--- config.mk ---
export PLATFORM = sky130hd
export DESIGN_NAME = lever_calibrate_clamp_scale_top
export DESIGN_NICKNAME = d
export VERILOG_FILES = /design/src/rtl/core/lcs_pkg.sv /design/src/rtl/core/lcs_ctrl.sv /design/src/rtl/core/lcs_dp.sv /design/src/rtl/core/lever_calibrate_clamp_scale_top.sv
export SDC_FILE = /design/constraint.sdc
export NUM_CORES = 1
export LEC_CHECK = 0
export BUFFER_PORTS_ARGS = -buffer_cell sky130_fd_sc_hd__buf_2
export CORE_UTILIZATION = 30
export DETAILED_ROUTE_END_ITERATION = 6
export PLACE_DENSITY = 0.53
export SETUP_SLACK_MARGIN = 0.15
export SLEW_MARGIN = 30
export SYNTH_ARGS = -nofsm -noshare
export SYNTH_HDL_FRONTEND = slang
export SYNTH_SLANG_ARGS = --single-unit
--- constraint.sdc ---
create_clock -name clk_i -period 9.6 [get_ports clk_i]
set_input_delay 0.96 -clock clk_i [delete_from_list [all_inputs] [get_ports clk_i]]
set_output_delay 0.96 -clock clk_i [all_outputs]
set_load 0.02 [all_outputs]
--- src/rtl/core/lcs_pkg.sv ---
// Shared constants, types and the controller state encoding for the lever calibrate/scale block.
package lcs_pkg;

  // Default sample width; legal range is 8..16
  localparam int unsigned SAMPLE_BITS_DEF = 10;

  // Key field layout
  localparam int unsigned KEY_BITS    = 12;
  localparam int unsigned KEY_TEST    = 0;
  localparam int unsigned KEY_SERVICE = 1;
  localparam int unsigned KEY_FIRST   = 5;
  localparam int unsigned KEY_SECOND  = 6;
  localparam int unsigned KEY_SHIFT   = 10;
  localparam int unsigned KEY_COIN    = 11;

  // Result field widths
  localparam int unsigned POS_BITS    = 16;
  localparam int unsigned OPT_BITS    = 3;
  localparam int unsigned BUTTON_BITS = 10;
  localparam int unsigned OUT_FIELD_W = POS_BITS + OPT_BITS + BUTTON_BITS;
  localparam int unsigned OUT_DATA_W  = ((OUT_FIELD_W + 7) / 8) * 8;

  // Divider: one quotient bit per cycle
  localparam int unsigned QUO_BITS = 16;
  localparam int unsigned STEP_W   = $clog2(QUO_BITS);

  // Controller states
  typedef enum logic [2:0] {
    ST_IDLE,
    ST_PREP,
    ST_SETUP,
    ST_DIV,
    ST_FINISH
  } state_e;

  // Controller to datapath commands
  typedef struct packed {
    logic load;   // capture request, update limits
    logic prep;   // mirror, clamp, differences
    logic setup;  // form numerator, seed divider
    logic step;   // one restoring divide step
    logic emit;   // write the output register
  } dp_cmd_t;

endpackage

--- src/rtl/core/lcs_ctrl.sv ---
// Sequencer for one request: prepare, seed the divider, 16 divide steps, hand off the result.
module lcs_ctrl (
  input  logic             clk_i,
  input  logic             rst_ni,
  input  logic             s_axis_tvalid_i,
  output logic             s_axis_tready_o,
  output logic             m_axis_tvalid_o,
  input  logic             m_axis_tready_i,
  output lcs_pkg::dp_cmd_t cmd_o
);

  lcs_pkg::state_e state_q, state_d;
  logic [lcs_pkg::STEP_W-1:0] cnt_q, cnt_d;
  logic out_valid_q, out_valid_d;
  logic in_fire;
  logic out_free;
  logic last_step;

  assign in_fire   = s_axis_tvalid_i && s_axis_tready_o;
  assign out_free  = !out_valid_q || m_axis_tready_i;
  assign last_step = (cnt_q == lcs_pkg::STEP_W'(lcs_pkg::QUO_BITS - 1));

  // Next state
  always_comb begin
    state_d = state_q;
    case (state_q)
      lcs_pkg::ST_IDLE:   if (in_fire) state_d = lcs_pkg::ST_PREP;
      lcs_pkg::ST_PREP:   state_d = lcs_pkg::ST_SETUP;
      lcs_pkg::ST_SETUP:  state_d = lcs_pkg::ST_DIV;
      lcs_pkg::ST_DIV:    if (last_step) state_d = lcs_pkg::ST_FINISH;
      lcs_pkg::ST_FINISH: if (out_free) state_d = lcs_pkg::ST_IDLE;
      default:            state_d = lcs_pkg::ST_IDLE;
    endcase
  end

  // Outputs and commands
  always_comb begin
    cmd_o           = '0;
    s_axis_tready_o = 1'b0;
    case (state_q)
      lcs_pkg::ST_IDLE: begin
        s_axis_tready_o = 1'b1;
        cmd_o.load      = s_axis_tvalid_i;
      end
      lcs_pkg::ST_PREP:   cmd_o.prep  = 1'b1;
      lcs_pkg::ST_SETUP:  cmd_o.setup = 1'b1;
      lcs_pkg::ST_DIV:    cmd_o.step  = 1'b1;
      lcs_pkg::ST_FINISH: cmd_o.emit  = out_free;
      default: ;
    endcase
  end

  // Step counter and output-valid flag
  always_comb begin
    cnt_d = cnt_q;
    if (state_q == lcs_pkg::ST_SETUP) begin
      cnt_d = '0;
    end else if (state_q == lcs_pkg::ST_DIV) begin
      cnt_d = cnt_q + 1'b1;
    end
    out_valid_d = out_valid_q;
    if (m_axis_tready_i) out_valid_d = 1'b0;
    if (cmd_o.emit) out_valid_d = 1'b1;
  end

  assign m_axis_tvalid_o = out_valid_q;

  always_ff @(posedge clk_i or negedge rst_ni) begin
    if (!rst_ni) begin
      state_q     <= lcs_pkg::ST_IDLE;
      cnt_q       <= '0;
      out_valid_q <= 1'b0;
    end else begin
      state_q     <= state_d;
      cnt_q       <= cnt_d;
      out_valid_q <= out_valid_d;
    end
  end

endmodule

--- src/rtl/core/lcs_dp.sv ---
// Datapath: calibration limits, mirror and clamp, serial restoring divider, output register.
module lcs_dp #(
  parameter int unsigned SAMPLE_BITS = lcs_pkg::SAMPLE_BITS_DEF
) (
  input  logic                            clk_i,
  input  logic                            rst_ni,
  input  lcs_pkg::dp_cmd_t                cmd_i,
  input  logic [SAMPLE_BITS-1:0]          sample_i,
  input  logic [lcs_pkg::KEY_BITS-1:0]    keys_i,
  output logic [lcs_pkg::POS_BITS-1:0]    pos_o,
  output logic [lcs_pkg::OPT_BITS-1:0]    opt_o,
  output logic [lcs_pkg::BUTTON_BITS-1:0] buttons_o
);

  localparam int unsigned QB    = lcs_pkg::QUO_BITS;
  localparam int unsigned NUM_W = SAMPLE_BITS + QB;

  logic [SAMPLE_BITS-1:0] first_q, second_q;
  logic [SAMPLE_BITS-1:0] sample_q;
  logic [lcs_pkg::OPT_BITS-1:0]    opt_q;
  logic [lcs_pkg::BUTTON_BITS-1:0] btn_q;
  logic [SAMPLE_BITS-1:0] diff_q, den_q;
  logic                   den_zero_q;
  logic [SAMPLE_BITS-1:0] rem_q;
  logic [QB-1:0]          quo_q;
  logic [lcs_pkg::POS_BITS-1:0]    pos_q;
  logic [lcs_pkg::OPT_BITS-1:0]    opt_out_q;
  logic [lcs_pkg::BUTTON_BITS-1:0] btn_out_q;

  logic shift_key;
  logic [lcs_pkg::OPT_BITS-1:0]    opt_d;
  logic [lcs_pkg::BUTTON_BITS-1:0] btn_d;

  // Key decode at request capture
  always_comb begin
    shift_key = keys_i[lcs_pkg::KEY_SHIFT];
    opt_d     = {keys_i[lcs_pkg::KEY_COIN],
                 shift_key & keys_i[lcs_pkg::KEY_SERVICE],
                 shift_key & keys_i[lcs_pkg::KEY_TEST]};
    btn_d     = shift_key ? '0 : keys_i[lcs_pkg::BUTTON_BITS-1:0];
  end

  // Calibration limits; key5 capture wins over key6
  always_ff @(posedge clk_i or negedge rst_ni) begin
    if (!rst_ni) begin
      first_q  <= '0;
      second_q <= '1;
    end else if (cmd_i.load && shift_key) begin
      if (keys_i[lcs_pkg::KEY_FIRST]) begin
        first_q <= sample_i;
      end else if (keys_i[lcs_pkg::KEY_SECOND]) begin
        second_q <= sample_i;
      end
    end
  end

  // Mirror when limits are reversed (M - v is ~v), then clamp
  logic                   ordered;
  logic [SAMPLE_BITS-1:0] x_m, left_m, right_m, x_c;
  always_comb begin
    ordered = (first_q < second_q);
    x_m     = ordered ? sample_q : ~sample_q;
    left_m  = ordered ? first_q  : ~first_q;
    right_m = ordered ? second_q : ~second_q;
    if (x_m < left_m) begin
      x_c = left_m;
    end else if (x_m > right_m) begin
      x_c = right_m;
    end else begin
      x_c = x_m;
    end
  end

  // Numerator (x-left)*65535 as a shift and subtract
  logic [NUM_W-1:0] num;
  assign num = {diff_q, {QB{1'b0}}} - NUM_W'(diff_q);

  // One restoring divide step
  logic [SAMPLE_BITS:0] trial, trial_sub;
  always_comb begin
    trial     = {rem_q, quo_q[QB-1]};
    trial_sub = trial - {1'b0, den_q};
  end

  always_ff @(posedge clk_i) begin
    if (cmd_i.load) begin
      sample_q <= sample_i;
      opt_q    <= opt_d;
      btn_q    <= btn_d;
    end
    if (cmd_i.prep) begin
      diff_q     <= x_c - left_m;
      den_q      <= right_m - left_m;
      den_zero_q <= (right_m == left_m);
    end
    if (cmd_i.setup) begin
      rem_q <= num[NUM_W-1:QB];
      quo_q <= num[QB-1:0];
    end else if (cmd_i.step) begin
      if (!trial_sub[SAMPLE_BITS]) begin
        rem_q <= trial_sub[SAMPLE_BITS-1:0];
        quo_q <= {quo_q[QB-2:0], 1'b1};
      end else begin
        rem_q <= trial[SAMPLE_BITS-1:0];
        quo_q <= {quo_q[QB-2:0], 1'b0};
      end
    end
    // Output register; adding -32768 flips the top bit
    if (cmd_i.emit) begin
      pos_q     <= den_zero_q ? {1'b1, {(lcs_pkg::POS_BITS-1){1'b0}}}
                              : {~quo_q[QB-1], quo_q[QB-2:0]};
      opt_out_q <= opt_q;
      btn_out_q <= btn_q;
    end
  end

  assign pos_o     = pos_q;
  assign opt_o     = opt_out_q;
  assign buttons_o = btn_out_q;

endmodule

--- src/rtl/core/lever_calibrate_clamp_scale_top.sv ---
// Top level of the lever calibrate, clamp and scale block.
//
//  Channel   Dir  tdata fields (low bit first)
//  s_axis    in   lever_sample[SAMPLE_BITS], key_bits[12], zero fill to bytes
//  m_axis    out  lever_position[16], option_bits[3], game_buttons[10], 3 zero bits
//
// One request at a time: a new request is taken only after the previous one
// has gone through capture, prepare, seed, the serial restoring divider (16
// steps, one quotient bit per cycle) and hand-off. The output register lets
// a new request be taken while the previous result waits; a stalled result
// holds the block in its hand-off cycle. Reset restores limits 0 and all-ones.
module lever_calibrate_clamp_scale_top #(
  parameter int unsigned SAMPLE_BITS = lcs_pkg::SAMPLE_BITS_DEF
) (
  input  logic clk_i,
  input  logic rst_ni,
  input  logic s_axis_tvalid_i,
  output logic s_axis_tready_o,
  // lever_sample, key_bits
  input  logic [((SAMPLE_BITS + lcs_pkg::KEY_BITS + 7) / 8) * 8 - 1:0] s_axis_tdata_i,
  output logic m_axis_tvalid_o,
  input  logic m_axis_tready_i,
  // lever_position, option_bits, game_buttons
  output logic [lcs_pkg::OUT_DATA_W-1:0] m_axis_tdata_o
);

  localparam int unsigned KEY_LO = SAMPLE_BITS;

  lcs_pkg::dp_cmd_t cmd;
  logic [lcs_pkg::POS_BITS-1:0]    pos;
  logic [lcs_pkg::OPT_BITS-1:0]    opt;
  logic [lcs_pkg::BUTTON_BITS-1:0] buttons;

  lcs_ctrl u_ctrl (
    .clk_i           (clk_i),
    .rst_ni          (rst_ni),
    .s_axis_tvalid_i (s_axis_tvalid_i),
    .s_axis_tready_o (s_axis_tready_o),
    .m_axis_tvalid_o (m_axis_tvalid_o),
    .m_axis_tready_i (m_axis_tready_i),
    .cmd_o           (cmd)
  );

  lcs_dp #(
    .SAMPLE_BITS (SAMPLE_BITS)
  ) u_dp (
    .clk_i     (clk_i),
    .rst_ni    (rst_ni),
    .cmd_i     (cmd),
    .sample_i  (s_axis_tdata_i[SAMPLE_BITS-1:0]),
    .keys_i    (s_axis_tdata_i[KEY_LO + lcs_pkg::KEY_BITS - 1:KEY_LO]),
    .pos_o     (pos),
    .opt_o     (opt),
    .buttons_o (buttons)
  );

  // Pack result fields, zero fill to whole bytes
  assign m_axis_tdata_o = lcs_pkg::OUT_DATA_W'({buttons, opt, pos});

endmodule

==> results.yml <==
placement:
  pre_cts_ws_ps: 3910
  portBuffers: 56
  routabilityCongestion: 0.804
  dp_hpwl_mm: 11.4
logic_synthesis:
  ys.warnings.count: 0
  yosysUniqueCellTypes: 67
  ys_top_cells_by_count: "99 x edfxtp_1, 59 x nand2_1, 45 x inv_1"
  async_flop_share_pct: 22.0
  netlist_instances: 711
  yosysMostFrequentCell: "edfxtp_1"
  synth_top_area_cell: "edfxtp_1"
  synth.top_cell.area_share_pct: 39.7
  synth_ff_type: "edfxtp_1"
  yosys_register_bits: 127
  synthTopCellsByArea: "edfxtp_1 40%, dfrtp_1 6.0%, ha_1 5.3%"
  avgSynthCellArea_sq_um: 10.5
  synth_edf_count: 99
  netlist_area_sq_mm: 0.00749
  yosysSeqAreaShare_pct: 49.2
floorplan:
  die_y_microns: 160
  fp.dieW_microns: 160
  rows: 57
  initial_core_util_pct: 30.7
  io_pins: 62
  core_sq_mm: 0.0244
  die_area_sq_mm: 0.0256
worst_setup_path:
  cpMaxStageDelayCell: "dfstp_2"
  cp.arrival_ps: 5500
  crit_path_end_kind: "flop"
  critPathBufInv: 1
  cp_cell_sequence: "inv_1, ha_1, nand4_1, o21bai_1, a31o_2, nand2_2, nand2_1, nand2_1, mux2i_1, xnor2_1, ha_1, nor2b_1, o21ai_0, a21boi_1, o21ai_0, nand2b_1, a21o_1, a21oi_1, o21ai_0, xor2_1"
  rr_worst_depth: 20
  criticalPathCategory: "reg2reg"
  r2r_start: "u_dp.second_q[5]$_DFFE_PN1P_"
  crit_fanout: 21
  critPathLaunchType: "flop"
  rr_endpoint: "u_dp.diff_q[9]$_DFFE_PP_"
  cp.depth: 20
  r2r_slack_ps: 4260
  cp_slowest_stage_delay_ps: 610
  cp_common_cell: "o21ai_0"
  crit_family: "compound AO/OA/AOI/OAI gates"
  cp.required_ps: 9760
routing:
  dr.first_iter.drc_count: 297
  route.detailed.drc: 0
  vias: 5131
  wl_per_cell_microns: 14.0
  wirelength_mm: 15.4
  antenna_left: 0
  viasPerCell: 4.65
  first_pass_iters: 4
pwr:
  clockPowerShare_pct: 22.2
  powerDensity_mw_per_mm2: 357
  p_comb_share_pct: 47.6
  p_seq_share_pct: 30.2
  p_switching_mw: 1.18
  power.internal_mw: 1.94
  peakVddDrop_mv: 0.136
  p_leak_nw: 3.46
  swShare_pct: 37.8
timing:
  tightest_slew_ps: 802
  hold_viol_final: 0
  timing.final.crit_share_pct: 55.6
  rsz0062_at_grt: "false"
  slew_violations: 0
  fmax_mhz: 187
  clock_skew_ps: 9.69
  layout_setup_ws_ps: 4260
  report.final.setup_viol: 0
  fin_setup_tns_ps: 0
  period_minus_slack_ps: 5340
  maxSlewHeadroom_pct: 46.2
clock_network:
  cts_tree: "yes"
  numCtsBuffers: 17
  cts_setup_buffers: 0
  root_buffer: "clkbuf_16"
  clock_path_buffers: 2
  cts-htree-levels: 4
  ctsResizeCount: 0
  path_clk_slew_ps: 60
  hold_buffers: 0
  clkLatencyLatePin_ps: 420
  cts_sinks: 127
min_path:
  hold_start: "u_dp.btn_q[5]$_SDFFCE_PP0P_"
  hold_depth: 0
  hold_class: "reg2reg"
  hold_end: "u_dp.buttons_o[5]$_DFFE_PP_"
cells_and_area:
  drive_gt1_share_pct: 18.0
  area_delta_synth_final_pct: 16.8
  nets: 828
  nFillCells: 2447
  n_antenna_cell: 0
global_route:
  grt_first_pass_wirelength_mm: 25.6
  grt_pass1_vias: 5066
  globalRouteOverflowTotal: 0
  antenna_found_initial: 0
  grt_max_degree: 31
  grt_use_total_pct: 12.7
outcome:
  status: "complete, no violations"
job:
  drv_cap: 0
[sequential cells by signal, indices dropped and copies added (netlist names)]
name and count:
u_dp.quo_q 16, u_dp.den_q 10, u_dp.rem_q 10, u_ctrl.m_axis_tvalid_o 1, u_dp.second_q 10, u_ctrl.state_q 3
u_dp.opt_o 3, u_dp.pos_o 16, u_dp.sample_q 10, u_dp.den_zero_q 1, u_dp.diff_q 10, u_dp.btn_q 10
u_dp.opt_q 3, u_ctrl.cnt_q 4, u_dp.first_q 10, u_dp.buttons_o 10
[cells by family after synthesis]
logic type,count (synthesis),synth area share [%]
flops,127,49.2
mux,44,6.26
compound gates,150,12.8
other cells,1,0.0500
fa+ha+maj,40,6.70
xor+xnor,49,5.73
simple gates,224,15.2
buf+inv,76,4.04
[per-stage QoR]
stage	instances	area, sq um	util (%)	hold slack (ps)	total power, mW
floorplan	713	7500	-	400	2.14
global placement	1071	8120	33.3	401	2.43
detailed placement	1071	8120	33.3	406	2.45
CTS	1103	8750	35.9	419	3.17
global route	1103	8760	35.9	429	3.41
finish	1103	8760	35.9	417	3.12
[placed cells by master, fill, tap and decap left out, types with 6 or more instances in the layout]
cell / instances
a211oi_1: 6
a21oi_1: 40
nand3_1: 15
dfstp_2: 10
dfrtp_1: 18
a31oi_1: 8
nor2_1: 40
clkbuf_16: 17
nor2b_1: 44
o21ai_1: 20
o21ai_0: 17
mux2_2: 22
o21a_1: 6
mux2i_1: 21
nand2_1: 58
buf_4: 6
nor3_1: 13
inv_1: 44
xnor2_1: 30
nand2b_1: 22
xor2_1: 19
edfxtp_1: 99
o22ai_1: 10
ha_1: 32
or3_1: 6
buf_2: 56
[area by class of cell]
class / instances / area (sq um) / share of cell area (%)
repair buffers: 62 / 325 / 3.72
clock buffers: 18 / 429 / 4.90
multi-input cells: 510 / 3520 / 40.3
flip-flops and latches: 127 / 3690 / 42.1
well taps: 324 / 405 / 4.63
clock inverters: 14 / 205 / 2.34
inverters: 48 / 180 / 2.06
[power by group through the flow]
stage	logic [mW]	registers (mW)	clock network, mW
finish	1.49	0.943	0.694
global route	1.71	0.962	0.739
CTS	1.50	0.944	0.718
detailed placement	1.50	0.953	0
global placement	1.48	0.952	0
floorplan	1.23	0.909	0
[layer usage]
metal	share of wire (%)	vias up	GRT usage (%)	wire length [microns]
met5	0	-	0	0
met4	1.2	0	4.16	188
met3	3.7	13	3.22	577
met2	48	80	21.0	7340
met1	47	2380	16.3	7300
li1	-	2658	-	-
[worst max-delay path by stage]
| stage | start | to | slack [ps] |
|---|---|---|---|
| global route | u_dp.second_q[8]$_DFFE_PN1P_ | u_dp.diff_q[9]$_DFFE_PP_ | 3780 |
| finish | u_dp.second_q[5]$_DFFE_PN1P_ | u_dp.diff_q[9]$_DFFE_PP_ | 4260 |
| floorplan | u_dp.second_q[4]$_DFFE_PN1P_ | u_dp.diff_q[9]$_DFFE_PP_ | 4900 |
| global placement | u_dp.second_q[5]$_DFFE_PN1P_ | u_dp.diff_q[9]$_DFFE_PP_ | 3920 |
| detailed placement | u_dp.second_q[8]$_DFFE_PN1P_ | u_dp.diff_q[9]$_DFFE_PP_ | 3910 |
| CTS | u_dp.second_q[5]$_DFFE_PN1P_ | u_dp.diff_q[9]$_DFFE_PP_ | 3890 |
Power figures use the tool's default switching activity.
